### src/rtl/slstk_pkg.sv
// Shared types and constants for the sortable LIFO stack core.
// No dependencies; used by the controller, datapath, top level and checker.
package slstk_pkg;

  // Field widths fixed by the stream format.
  localparam int unsigned DATA_W      = 32;
  localparam int unsigned DEPTH_OUT_W = 7;
  localparam int unsigned KIND_W      = 2;
  localparam int unsigned OUT_TDATA_W = 80;
  localparam int unsigned OUT_PAD_W   = OUT_TDATA_W - (2 * DATA_W + DEPTH_OUT_W + 2);

  // Default number of stack entries.
  localparam int unsigned STACK_DEPTH_DEF = 64;

  // Operation codes carried on in_tuser.
  typedef enum logic [KIND_W-1:0] {
    KIND_PUSH  = 2'd0,
    KIND_POP   = 2'd1,
    KIND_SORT  = 2'd2,
    KIND_CLEAR = 2'd3
  } kind_t;

  typedef enum logic [1:0] {CNT_HOLD, CNT_INC, CNT_DEC, CNT_CLR} cnt_op_t;
  typedef enum logic [1:0] {WR_NONE, WR_PUSH, WR_LOWER, WR_UPPER} wr_sel_t;
  typedef enum logic [2:0] {
    RD_SECOND, RD_TOP, RD_LOWER, RD_LOWER_M1, RD_UPPER_M1
  } rd_sel_t;
  typedef enum logic [1:0] {TOP_HOLD, TOP_PUSH, TOP_RDATA, TOP_WB} top_op_t;
  typedef enum logic [1:0] {IDX_HOLD, IDX_START, IDX_LOWER_DEC, IDX_UPPER_DEC} idx_op_t;
  typedef enum logic [1:0] {UP_HOLD, UP_LOAD, UP_CMP} up_op_t;

  // Commands from the controller to the datapath.
  typedef struct packed {
    cnt_op_t cnt_op;
    wr_sel_t wr_sel;
    rd_sel_t rd_sel;
    top_op_t top_op;
    idx_op_t idx_op;
    up_op_t  up_op;
    logic    res_load;
    logic    res_popped;
    logic    res_err;
  } cmd_t;

  // Status from the datapath to the controller.
  typedef struct packed {
    logic full;
    logic empty;
    logic lt2;
    logic lower_zero;
    logic upper_one;
    logic out_free;
  } sts_t;

endpackage

### src/rtl/sortable_lifo_stack_core.sv
// Sortable LIFO stack core. Push, clear, a failed push or pop, and a sort of
// fewer than two entries give their result in the cycle after the transfer,
// one item per cycle while out_tready is high. A pop first captures the new
// top from the registered read of the entry RAM in ST_POP. A sort runs one
// compare per cycle in ST_SRT_CMP through the RAM read port. Reset (rst_n low,
// synchronous) empties the stack; the entry RAM needs no clearing pass.
module sortable_lifo_stack_core #(
  parameter int unsigned STACK_DEPTH = slstk_pkg::STACK_DEPTH_DEF
) (
  input  logic                               clk,
  input  logic                               rst_n,
  input  logic                               in_tvalid,
  output logic                               in_tready,
  input  logic [slstk_pkg::DATA_W-1:0]       in_tdata,   // [31:0] push_value
  input  logic [slstk_pkg::KIND_W-1:0]       in_tuser,   // [1:0] kind
  output logic                               out_tvalid,
  input  logic                               out_tready,
  // [31:0] popped_value, [63:32] top_value, [70:64] depth_count,
  // [71] empty_res, [72] error, [79:73] zero
  output logic [slstk_pkg::OUT_TDATA_W-1:0]  out_tdata
);

  slstk_pkg::cmd_t cmd;
  slstk_pkg::sts_t sts;

  slstk_ctrl u_ctrl (
    .clk       (clk),
    .rst_n     (rst_n),
    .in_tvalid (in_tvalid),
    .in_tready (in_tready),
    .in_kind   (in_tuser),
    .sts       (sts),
    .cmd       (cmd)
  );

  slstk_dpath #(
    .STACK_DEPTH (STACK_DEPTH)
  ) u_dpath (
    .clk        (clk),
    .rst_n      (rst_n),
    .cmd        (cmd),
    .sts        (sts),
    .push_value (in_tdata),
    .out_tready (out_tready),
    .out_tvalid (out_tvalid),
    .out_tdata  (out_tdata)
  );

endmodule

### src/rtl/slstk_ram.sv
// Generic simple dual-port RAM with one write port and a registered read port.
// No dependencies.
module slstk_ram #(
  parameter int unsigned WIDTH = 32,
  parameter int unsigned DEPTH = 64
) (
  input  logic                     clk,
  input  logic                     wr_en,
  input  logic [$clog2(DEPTH)-1:0] wr_addr,
  input  logic [WIDTH-1:0]         wr_data,
  input  logic [$clog2(DEPTH)-1:0] rd_addr,
  output logic [WIDTH-1:0]         rd_data
);

  logic [WIDTH-1:0] mem [DEPTH];
  logic [WIDTH-1:0] rd_data_r;

  // Write and registered read.
  always_ff @(posedge clk) begin
    if (wr_en) begin
      mem[wr_addr] <= wr_data;
    end
    rd_data_r <= mem[rd_addr];
  end

  assign rd_data = rd_data_r;

endmodule

### src/rtl/slstk_ctrl.sv
// Controller for the sortable LIFO stack: operation decode and sort sequencer.
// Depends on slstk_pkg; drives the datapath through cmd_t and reads sts_t.
module slstk_ctrl (
  input  logic                            clk,
  input  logic                            rst_n,
  input  logic                            in_tvalid,
  output logic                            in_tready,
  input  logic [slstk_pkg::KIND_W-1:0]    in_kind,
  input  slstk_pkg::sts_t                 sts,
  output slstk_pkg::cmd_t                 cmd
);

  typedef enum logic [2:0] {ST_IDLE, ST_POP, ST_SRT_LO, ST_SRT_CMP, ST_SRT_WB, ST_DONE} state_t;

  state_t state_r, state_nxt;
  logic   accept;

  // Input is taken only when idle and the result slot is free.
  assign in_tready = (state_r == ST_IDLE) && sts.out_free;
  assign accept    = in_tvalid && in_tready;

  // Command decode and next state.
  always_comb begin
    cmd            = '0;
    cmd.cnt_op     = slstk_pkg::CNT_HOLD;
    cmd.wr_sel     = slstk_pkg::WR_NONE;
    cmd.rd_sel     = slstk_pkg::RD_SECOND;
    cmd.top_op     = slstk_pkg::TOP_HOLD;
    cmd.idx_op     = slstk_pkg::IDX_HOLD;
    cmd.up_op      = slstk_pkg::UP_HOLD;
    state_nxt      = state_r;
    case (state_r)
      ST_IDLE: begin
        if (accept) begin
          case (slstk_pkg::kind_t'(in_kind))
            slstk_pkg::KIND_PUSH: begin
              cmd.res_load = 1'b1;
              if (sts.full) begin
                cmd.res_err = 1'b1;
              end else begin
                cmd.cnt_op = slstk_pkg::CNT_INC;
                cmd.wr_sel = slstk_pkg::WR_PUSH;
                cmd.top_op = slstk_pkg::TOP_PUSH;
              end
            end
            slstk_pkg::KIND_POP: begin
              if (sts.empty) begin
                cmd.res_load = 1'b1;
                cmd.res_err  = 1'b1;
              end else begin
                // Fetch the entry that becomes the new top.
                cmd.cnt_op = slstk_pkg::CNT_DEC;
                cmd.rd_sel = slstk_pkg::RD_SECOND;
                state_nxt  = ST_POP;
              end
            end
            slstk_pkg::KIND_SORT: begin
              if (sts.lt2) begin
                cmd.res_load = 1'b1;
              end else begin
                cmd.rd_sel = slstk_pkg::RD_TOP;
                cmd.idx_op = slstk_pkg::IDX_START;
                state_nxt  = ST_SRT_LO;
              end
            end
            default: begin
              cmd.cnt_op   = slstk_pkg::CNT_CLR;
              cmd.res_load = 1'b1;
            end
          endcase
        end
      end
      ST_POP: begin
        cmd.top_op     = slstk_pkg::TOP_RDATA;
        cmd.res_load   = 1'b1;
        cmd.res_popped = 1'b1;
        state_nxt      = ST_IDLE;
      end
      ST_SRT_LO: begin
        // Capture the upper entry and start reading the first lower one.
        cmd.up_op  = slstk_pkg::UP_LOAD;
        cmd.rd_sel = slstk_pkg::RD_LOWER;
        state_nxt  = ST_SRT_CMP;
      end
      ST_SRT_CMP: begin
        cmd.up_op  = slstk_pkg::UP_CMP;
        cmd.wr_sel = slstk_pkg::WR_LOWER;
        cmd.rd_sel = slstk_pkg::RD_LOWER_M1;
        cmd.idx_op = slstk_pkg::IDX_LOWER_DEC;
        if (sts.lower_zero) begin
          state_nxt = ST_SRT_WB;
        end
      end
      ST_SRT_WB: begin
        // Store the settled upper entry and fetch the next one.
        cmd.wr_sel = slstk_pkg::WR_UPPER;
        cmd.top_op = slstk_pkg::TOP_WB;
        cmd.rd_sel = slstk_pkg::RD_UPPER_M1;
        cmd.idx_op = slstk_pkg::IDX_UPPER_DEC;
        state_nxt  = sts.upper_one ? ST_DONE : ST_SRT_LO;
      end
      ST_DONE: begin
        cmd.res_load = 1'b1;
        state_nxt    = ST_IDLE;
      end
      default: begin
        state_nxt = ST_IDLE;
      end
    endcase
  end

  // State register.
  always_ff @(posedge clk) begin
    if (!rst_n) begin
      state_r <= ST_IDLE;
    end else begin
      state_r <= state_nxt;
    end
  end

endmodule

### src/rtl/slstk_dpath.sv
// Datapath for the sortable LIFO stack: entry RAM, count, cached top, sort
// registers and the result register. Depends on slstk_pkg and slstk_ram.
module slstk_dpath #(
  parameter int unsigned STACK_DEPTH = slstk_pkg::STACK_DEPTH_DEF
) (
  input  logic                                 clk,
  input  logic                                 rst_n,
  input  slstk_pkg::cmd_t                      cmd,
  output slstk_pkg::sts_t                      sts,
  input  logic [slstk_pkg::DATA_W-1:0]         push_value,
  input  logic                                 out_tready,
  output logic                                 out_tvalid,
  output logic [slstk_pkg::OUT_TDATA_W-1:0]    out_tdata
);

  localparam int unsigned AW = (STACK_DEPTH > 1) ? $clog2(STACK_DEPTH) : 1;
  localparam int unsigned CW = $clog2(STACK_DEPTH + 1);
  localparam int unsigned DW = slstk_pkg::DATA_W;

  logic [CW-1:0]        count_r, count_nxt;
  logic signed [DW-1:0] top_r, top_nxt;
  logic signed [DW-1:0] up_r, up_nxt;
  logic [AW-1:0]        upper_r, upper_nxt;
  logic [AW-1:0]        lower_r, lower_nxt;

  logic                 wr_en;
  logic [AW-1:0]        wr_addr;
  logic [DW-1:0]        wr_data;
  logic [AW-1:0]        rd_addr;
  logic signed [DW-1:0] rd_data;
  logic                 upper_gt;

  logic                 out_valid_r;
  logic [DW-1:0]        popped_r;
  logic [DW-1:0]        top_out_r;
  logic [slstk_pkg::DEPTH_OUT_W-1:0] depth_r;
  logic                 empty_r;
  logic                 err_r;

  slstk_ram #(
    .WIDTH (DW),
    .DEPTH (STACK_DEPTH)
  ) u_ram (
    .clk     (clk),
    .wr_en   (wr_en),
    .wr_addr (wr_addr),
    .wr_data (wr_data),
    .rd_addr (rd_addr),
    .rd_data (rd_data)
  );

  // Signed compare of the held upper entry against the lower one being read.
  assign upper_gt = up_r > rd_data;

  // Entry count.
  always_comb begin
    case (cmd.cnt_op)
      slstk_pkg::CNT_INC: count_nxt = count_r + CW'(1);
      slstk_pkg::CNT_DEC: count_nxt = count_r - CW'(1);
      slstk_pkg::CNT_CLR: count_nxt = '0;
      default:            count_nxt = count_r;
    endcase
  end

  // Cached top entry.
  always_comb begin
    case (cmd.top_op)
      slstk_pkg::TOP_PUSH:  top_nxt = push_value;
      slstk_pkg::TOP_RDATA: top_nxt = rd_data;
      slstk_pkg::TOP_WB:    top_nxt = (upper_r == AW'(count_r - CW'(1))) ? up_r : top_r;
      default:              top_nxt = top_r;
    endcase
  end

  // RAM write port.
  always_comb begin
    wr_en   = 1'b0;
    wr_addr = lower_r;
    wr_data = up_r;
    case (cmd.wr_sel)
      slstk_pkg::WR_PUSH: begin
        wr_en   = 1'b1;
        wr_addr = AW'(count_r);
        wr_data = push_value;
      end
      slstk_pkg::WR_LOWER: begin
        wr_en   = upper_gt;
        wr_addr = lower_r;
      end
      slstk_pkg::WR_UPPER: begin
        wr_en   = 1'b1;
        wr_addr = upper_r;
      end
      default: begin
        wr_en = 1'b0;
      end
    endcase
  end

  // RAM read address.
  always_comb begin
    case (cmd.rd_sel)
      slstk_pkg::RD_SECOND:   rd_addr = AW'(count_r - CW'(2));
      slstk_pkg::RD_TOP:      rd_addr = AW'(count_r - CW'(1));
      slstk_pkg::RD_LOWER:    rd_addr = lower_r;
      slstk_pkg::RD_LOWER_M1: rd_addr = lower_r - AW'(1);
      slstk_pkg::RD_UPPER_M1: rd_addr = upper_r - AW'(1);
      default:                rd_addr = lower_r;
    endcase
  end

  // Held upper entry: swaps with the lower entry when it is the greater.
  always_comb begin
    case (cmd.up_op)
      slstk_pkg::UP_LOAD: up_nxt = rd_data;
      slstk_pkg::UP_CMP:  up_nxt = upper_gt ? rd_data : up_r;
      default:            up_nxt = up_r;
    endcase
  end

  // Sort indexes.
  always_comb begin
    upper_nxt = upper_r;
    lower_nxt = lower_r;
    case (cmd.idx_op)
      slstk_pkg::IDX_START: begin
        upper_nxt = AW'(count_r - CW'(1));
        lower_nxt = AW'(count_r - CW'(2));
      end
      slstk_pkg::IDX_LOWER_DEC: begin
        lower_nxt = lower_r - AW'(1);
      end
      slstk_pkg::IDX_UPPER_DEC: begin
        upper_nxt = upper_r - AW'(1);
        lower_nxt = upper_r - AW'(2);
      end
      default: begin
        upper_nxt = upper_r;
      end
    endcase
  end

  // Status to the controller.
  always_comb begin
    sts.full       = count_r == CW'(STACK_DEPTH);
    sts.empty      = count_r == '0;
    sts.lt2        = count_r < CW'(2);
    sts.lower_zero = lower_r == '0;
    sts.upper_one  = upper_r == AW'(1);
    sts.out_free   = !out_valid_r || out_tready;
  end

  // Control registers.
  always_ff @(posedge clk) begin
    if (!rst_n) begin
      count_r     <= '0;
      out_valid_r <= 1'b0;
    end else begin
      count_r <= count_nxt;
      if (cmd.res_load) begin
        out_valid_r <= 1'b1;
      end else if (out_tready) begin
        out_valid_r <= 1'b0;
      end
    end
  end

  // Payload registers.
  always_ff @(posedge clk) begin
    top_r   <= top_nxt;
    up_r    <= up_nxt;
    upper_r <= upper_nxt;
    lower_r <= lower_nxt;
    if (cmd.res_load) begin
      popped_r  <= cmd.res_popped ? top_r : '0;
      top_out_r <= (count_nxt != '0) ? top_nxt : '0;
      depth_r   <= slstk_pkg::DEPTH_OUT_W'(count_nxt);
      empty_r   <= count_nxt == '0;
      err_r     <= cmd.res_err;
    end
  end

  assign out_tvalid = out_valid_r;
  assign out_tdata  = {{slstk_pkg::OUT_PAD_W{1'b0}}, err_r, empty_r, depth_r,
                       top_out_r, popped_r};

endmodule

### config.mk
export PLATFORM = sky130hd
export DESIGN_NAME = sortable_lifo_stack_core
export DESIGN_NICKNAME = d
export VERILOG_FILES = /design/src/rtl/slstk_pkg.sv /design/src/rtl/sortable_lifo_stack_core.sv /design/src/rtl/slstk_ram.sv /design/src/rtl/slstk_ctrl.sv /design/src/rtl/slstk_dpath.sv
export SDC_FILE = /design/constraint.sdc
export NUM_CORES = 2
export LEC_CHECK = 0
export BUFFER_PORTS_ARGS = -buffer_cell sky130_fd_sc_hd__buf_2
export CORE_UTILIZATION = 50
export DETAILED_ROUTE_END_ITERATION = 10
export GPL_ROUTABILITY_DRIVEN = 1
export PLACE_DENSITY = 0.66
export SYNTH_ARGS = -nofsm -noshare
export SYNTH_HDL_FRONTEND = slang
export SYNTH_HIERARCHICAL = 1
export SYNTH_SLANG_ARGS = --single-unit
export TNS_END_PERCENT = 20
### constraint.sdc
create_clock -name clk -period 5.8 [get_ports clk]
set_input_delay 0 -clock clk [delete_from_list [all_inputs] [get_ports clk]]
set_output_delay 0 -clock clk [all_outputs]
set_load 0.02 [all_outputs]
==> impl_metrics.json <==
{
  "synth_top_cell_by_area": "edfxtp_1",
  "fin_nets": 4907,
  "cp-start-kind": "flip-flop",
  "p_per_area_nw_per_um2": 537,
  "overflow": 0,
  "max_stage_delay_ns": 0.70,
  "async_flop_share_pct": 0,
  "drt_wl_total_mm": 230,
  "synth-edff-count": 2165,
  "yosysTopAreaCellShare_pct": 72.0,
  "clk_pin_slew_ns": 0.07,
  "min_period_ns": 5.19,
  "multiInputGateArea_um2": 22700,
  "ys_seq_elements": 2240,
  "cts-htree-levels": 4,
  "via_per_inst": 6.40,
  "seq_area_um2": 66500,
  "ys.flop_type": "edfxtp_1",
  "fillers": 12800,
  "gp_congestion": 0.874,
  "clk_latency_ns": 0.87,
  "num_io_pins": 120,
  "netlist_area_um2": 90300,
  "finalSetupViolCount": 0,
  "synthTopCellsByArea": "edfxtp_1 72%, mux4_2 14%, dfxtp_1 1.7%, mux2i_1 1.2%, nor2_1 0.85%",
  "drv_cap": 0,
  "via_count": 47200,
  "detail-route-antenna-nets": 0,
  "hp-class": "input pin to flip-flop",
  "rsz0062_at_grt": "false",
  "grt_max_degree": 103,
  "grt_usage_pct": 25.3,
  "outcome": "completed",
  "crit_fanout": 18,
  "tightest_slew_ns": 1.34,
  "cp_slowest_cell": "a311oi_1",
  "critical_path.most_common_cell": "buf_12",
  "grt_first_pass_wirelength_mm": 332,
  "port_buffers": 112,
  "ys_types": 81,
  "die_area_um2": 182000,
  "hold_viol_final": 0,
  "fin_skew_ns": 0.0588,
  "wl_per_cell_um": 31.2,
  "slew_violations": 0,
  "grt_pass1_vias": 46500,
  "crit_arrival_ns": 5.81,
  "required_ns": 6.42,
  "syn-instance-count": 4495,
  "dp.cells": 6909,
  "fin_setup_tns_ns": 0,
  "cts_tree": "yes",
  "rows": 155,
  "area_growth_pct": 14.9,
  "slew_headroom_pct": 10.8,
  "stdcell_count": 7370,
  "cts_root_buf": "clkbuf_16",
  "synth.avg_cell_area_um2": 20.1,
  "p_leak_nw": 33.2,
  "fp.dieH_um": 427,
  "coreArea_um2": 179000,
  "final_layout_size_suffix_gt1_share_pct": 28.2,
  "path_cells": "inv_1 -> ha_1 -> and3b_1 -> nor3b_2 -> o22a_2 -> a211oi_1 -> a31oi_4 -> buf_12 -> buf_12 -> buf_4 -> mux4_2 -> mux2i_1 -> nor2_1 -> a311oi_1 -> nor3_1",
  "start_util_pct": 50.5,
  "firstDrtPassIters": 6,
  "hpwl_mm": 137,
  "numClockSinks": 2240,
  "fin_crit_sh_pct": 89.5,
  "vdd_drop_max_v": 0.000380,
  "yosysSeqAreaShare_pct": 73.7,
  "fmax_mhz": 193,
  "postCtsSetupBuffers": 0,
  "synth_warnings": 6,
  "antenna_found_initial": 12,
  "crit_type": "flip-flop to flip-flop",
  "clockBufferDepth": 3,
  "drt_iter0_markers": 6534,
  "dieWidth_um": 427,
  "drc": 0,
  "numCtsBuffers": 219,
  "crit_path_end_kind": "flip-flop"
}
## routing by layer
| layer | track usage (%) | wire (um) | vias up |
|---|---|---|---|
| li1 | - | - | 19400 |
| met1 | 36.2 | 92900 | 25000 |
| met2 | 40.7 | 111000 | 2420 |
| met3 | 4.54 | 20800 | 322 |
| met4 | 5.99 | 4610 | 8 |
| met5 | 0 | 54 | - |
## report_power, final
| group | internal, mW | leakage, nW | switching (mW) |
|---|---|---|---|
| sequential | 20.0 | 20.1 | 0.706 |
| clock | 8.39 | 3.65 | 6.16 |
| combinational | 8.19 | 9.40 | 12.3 |
| total | 36.6 | 33.2 | 19.1 |
## sequential cells by signal, summed over array words and instances, names as in the netlist
register               flops
u_dpath/top_out_r         32
u_dpath/top_r             32
u_dpath/u_ram/mem       2048
u_dpath/u_ram/rd_data     32
u_ctrl/state_r             3
u_dpath/out_tvalid         1
u_dpath/err_r              1
u_dpath/upper_r            6
u_dpath/count_r            7
u_dpath/up_r              32
u_dpath/popped_r          32
u_dpath/depth_r            7
u_dpath/empty_r            1
u_dpath/lower_r            6
## Yosys cell counts, drive strengths merged (6+ instances only)
master,count
a311oi,13
inv,59
o2111ai,52
nor2,205
mux4,544
nand2b,40
nand4,41
buf,152
mux2,34
xor2,9
or3b,7
o221ai,80
a2111oi,28
nor4,28
a211oi,12
clkbuf,161
a41oi,26
and2,77
o21ai,20
a21o,30
or2,8
o22ai,90
edfxtp,2165
mux2i,109
or3,6
nor3,15
nand2,60
a22oi,39
nand3,23
a31oi,6
ha,50
dfxtp,75
a21oi,109
nand3b,6
and3,13
nor2b,27
nor3b,6
xnor2,16
## worst max-delay path: cells and delay by family (launching register included)
kind	cells	cell delay, ns
buffers and inverters	4	0.83
AO/OA/AOI/OAI	4	1.64
multiplexers	2	0.68
AND/OR/NAND/NOR	4	0.90
flip-flops	1	0.57
adder cells (fa/ha/maj)	1	0.27
## final timing paths
| path | cells after the start | endpoint | slack, ns | from |
|---|---|---|---|---|
| max | 15 | u_dpath/u_ram/rd_data[8] | 0.61 | u_dpath/count_r[2] |
| min | 4 | u_dpath/err_r | 0.21 | in_tvalid |
| max reg2reg | 15 | u_dpath/u_ram/rd_data[8] | 0.61 | u_dpath/count_r[2] |
| min reg2reg | 0 | u_dpath/up_r[26] | 0.44 | u_dpath/u_ram/rd_data[26] |
## timing repair
item / CTS / global route
hold endpoints to repair: 146 / 0
hold buffers: 44 / 0
endpoints found under the setup margin: 0 / 1
gates resized for setup: 0 / 1
## cell type report
type	count	share of cell area (%)
Timing Repair Buffer	410	3.66
Tap cell	2355	2.84
Multi-Input combinational cell	1889	21.9
Clock buffer	300	5.92
Antenna cell	2	0.00483
Inverter	59	0.214
Sequential cell	2240	64.1
Clock inverter	115	1.32
## placed cells by master (no fill, tap or decap), types with 31 or more instances in the layout
cell | synthesis | final
a21oi_1 | 109 | 106
a22oi_1 | 39 | 39
and2_1 | 76 | 74
buf_12 | 0 | 71
buf_2 | 69 | 112
buf_4 | 35 | 183
clkbuf_1 | 161 | 48
clkbuf_16 | 0 | 221
clkbuf_8 | 0 | 31
clkinv_1 | 0 | 36
dfxtp_1 | 75 | 75
dlygate4sd3_1 | 0 | 44
edfxtp_1 | 2165 | 2165
ha_1 | 50 | 50
inv_1 | 58 | 58
mux2_2 | 34 | 34
mux2i_1 | 109 | 109
mux4_2 | 544 | 544
nand2_1 | 60 | 59
nand2b_1 | 40 | 40
nand4_1 | 41 | 41
nor2_1 | 204 | 139
nor2_4 | 0 | 65
o2111ai_1 | 52 | 52
o221ai_1 | 80 | 80
o22ai_1 | 90 | 89
## through the flow
stage	util [%]	setup WS (ns)	instance area [um2]	hold WS (ns)	total power, mW
after CTS	58.0	0.345	104000	0.145	55.8
after global placement	53.6	0.440	95800	0.368	41.1
after floorplan	-	0.426	90300	0.122	34.0
after detailed placement	53.6	0.345	95800	0.373	41.3
after global routing	58.0	0.318	104000	0.210	57.6
final	58.0	0.611	104000	0.205	55.7
## cells by family after synthesis
family	after synthesis	share of synthesized area, %
AOI/OAI and AO/OA	541	4.86
xor gates and xnor gates	27	0.294
adders and majority gates	50	0.693
buffers and inverters	372	1.92
DFF	2240	73.7
muxes	687	15.2
other	1	0.00415
and+or+nand+nor	577	3.36
No activity file was read; power rests on OpenSTA's default activity.
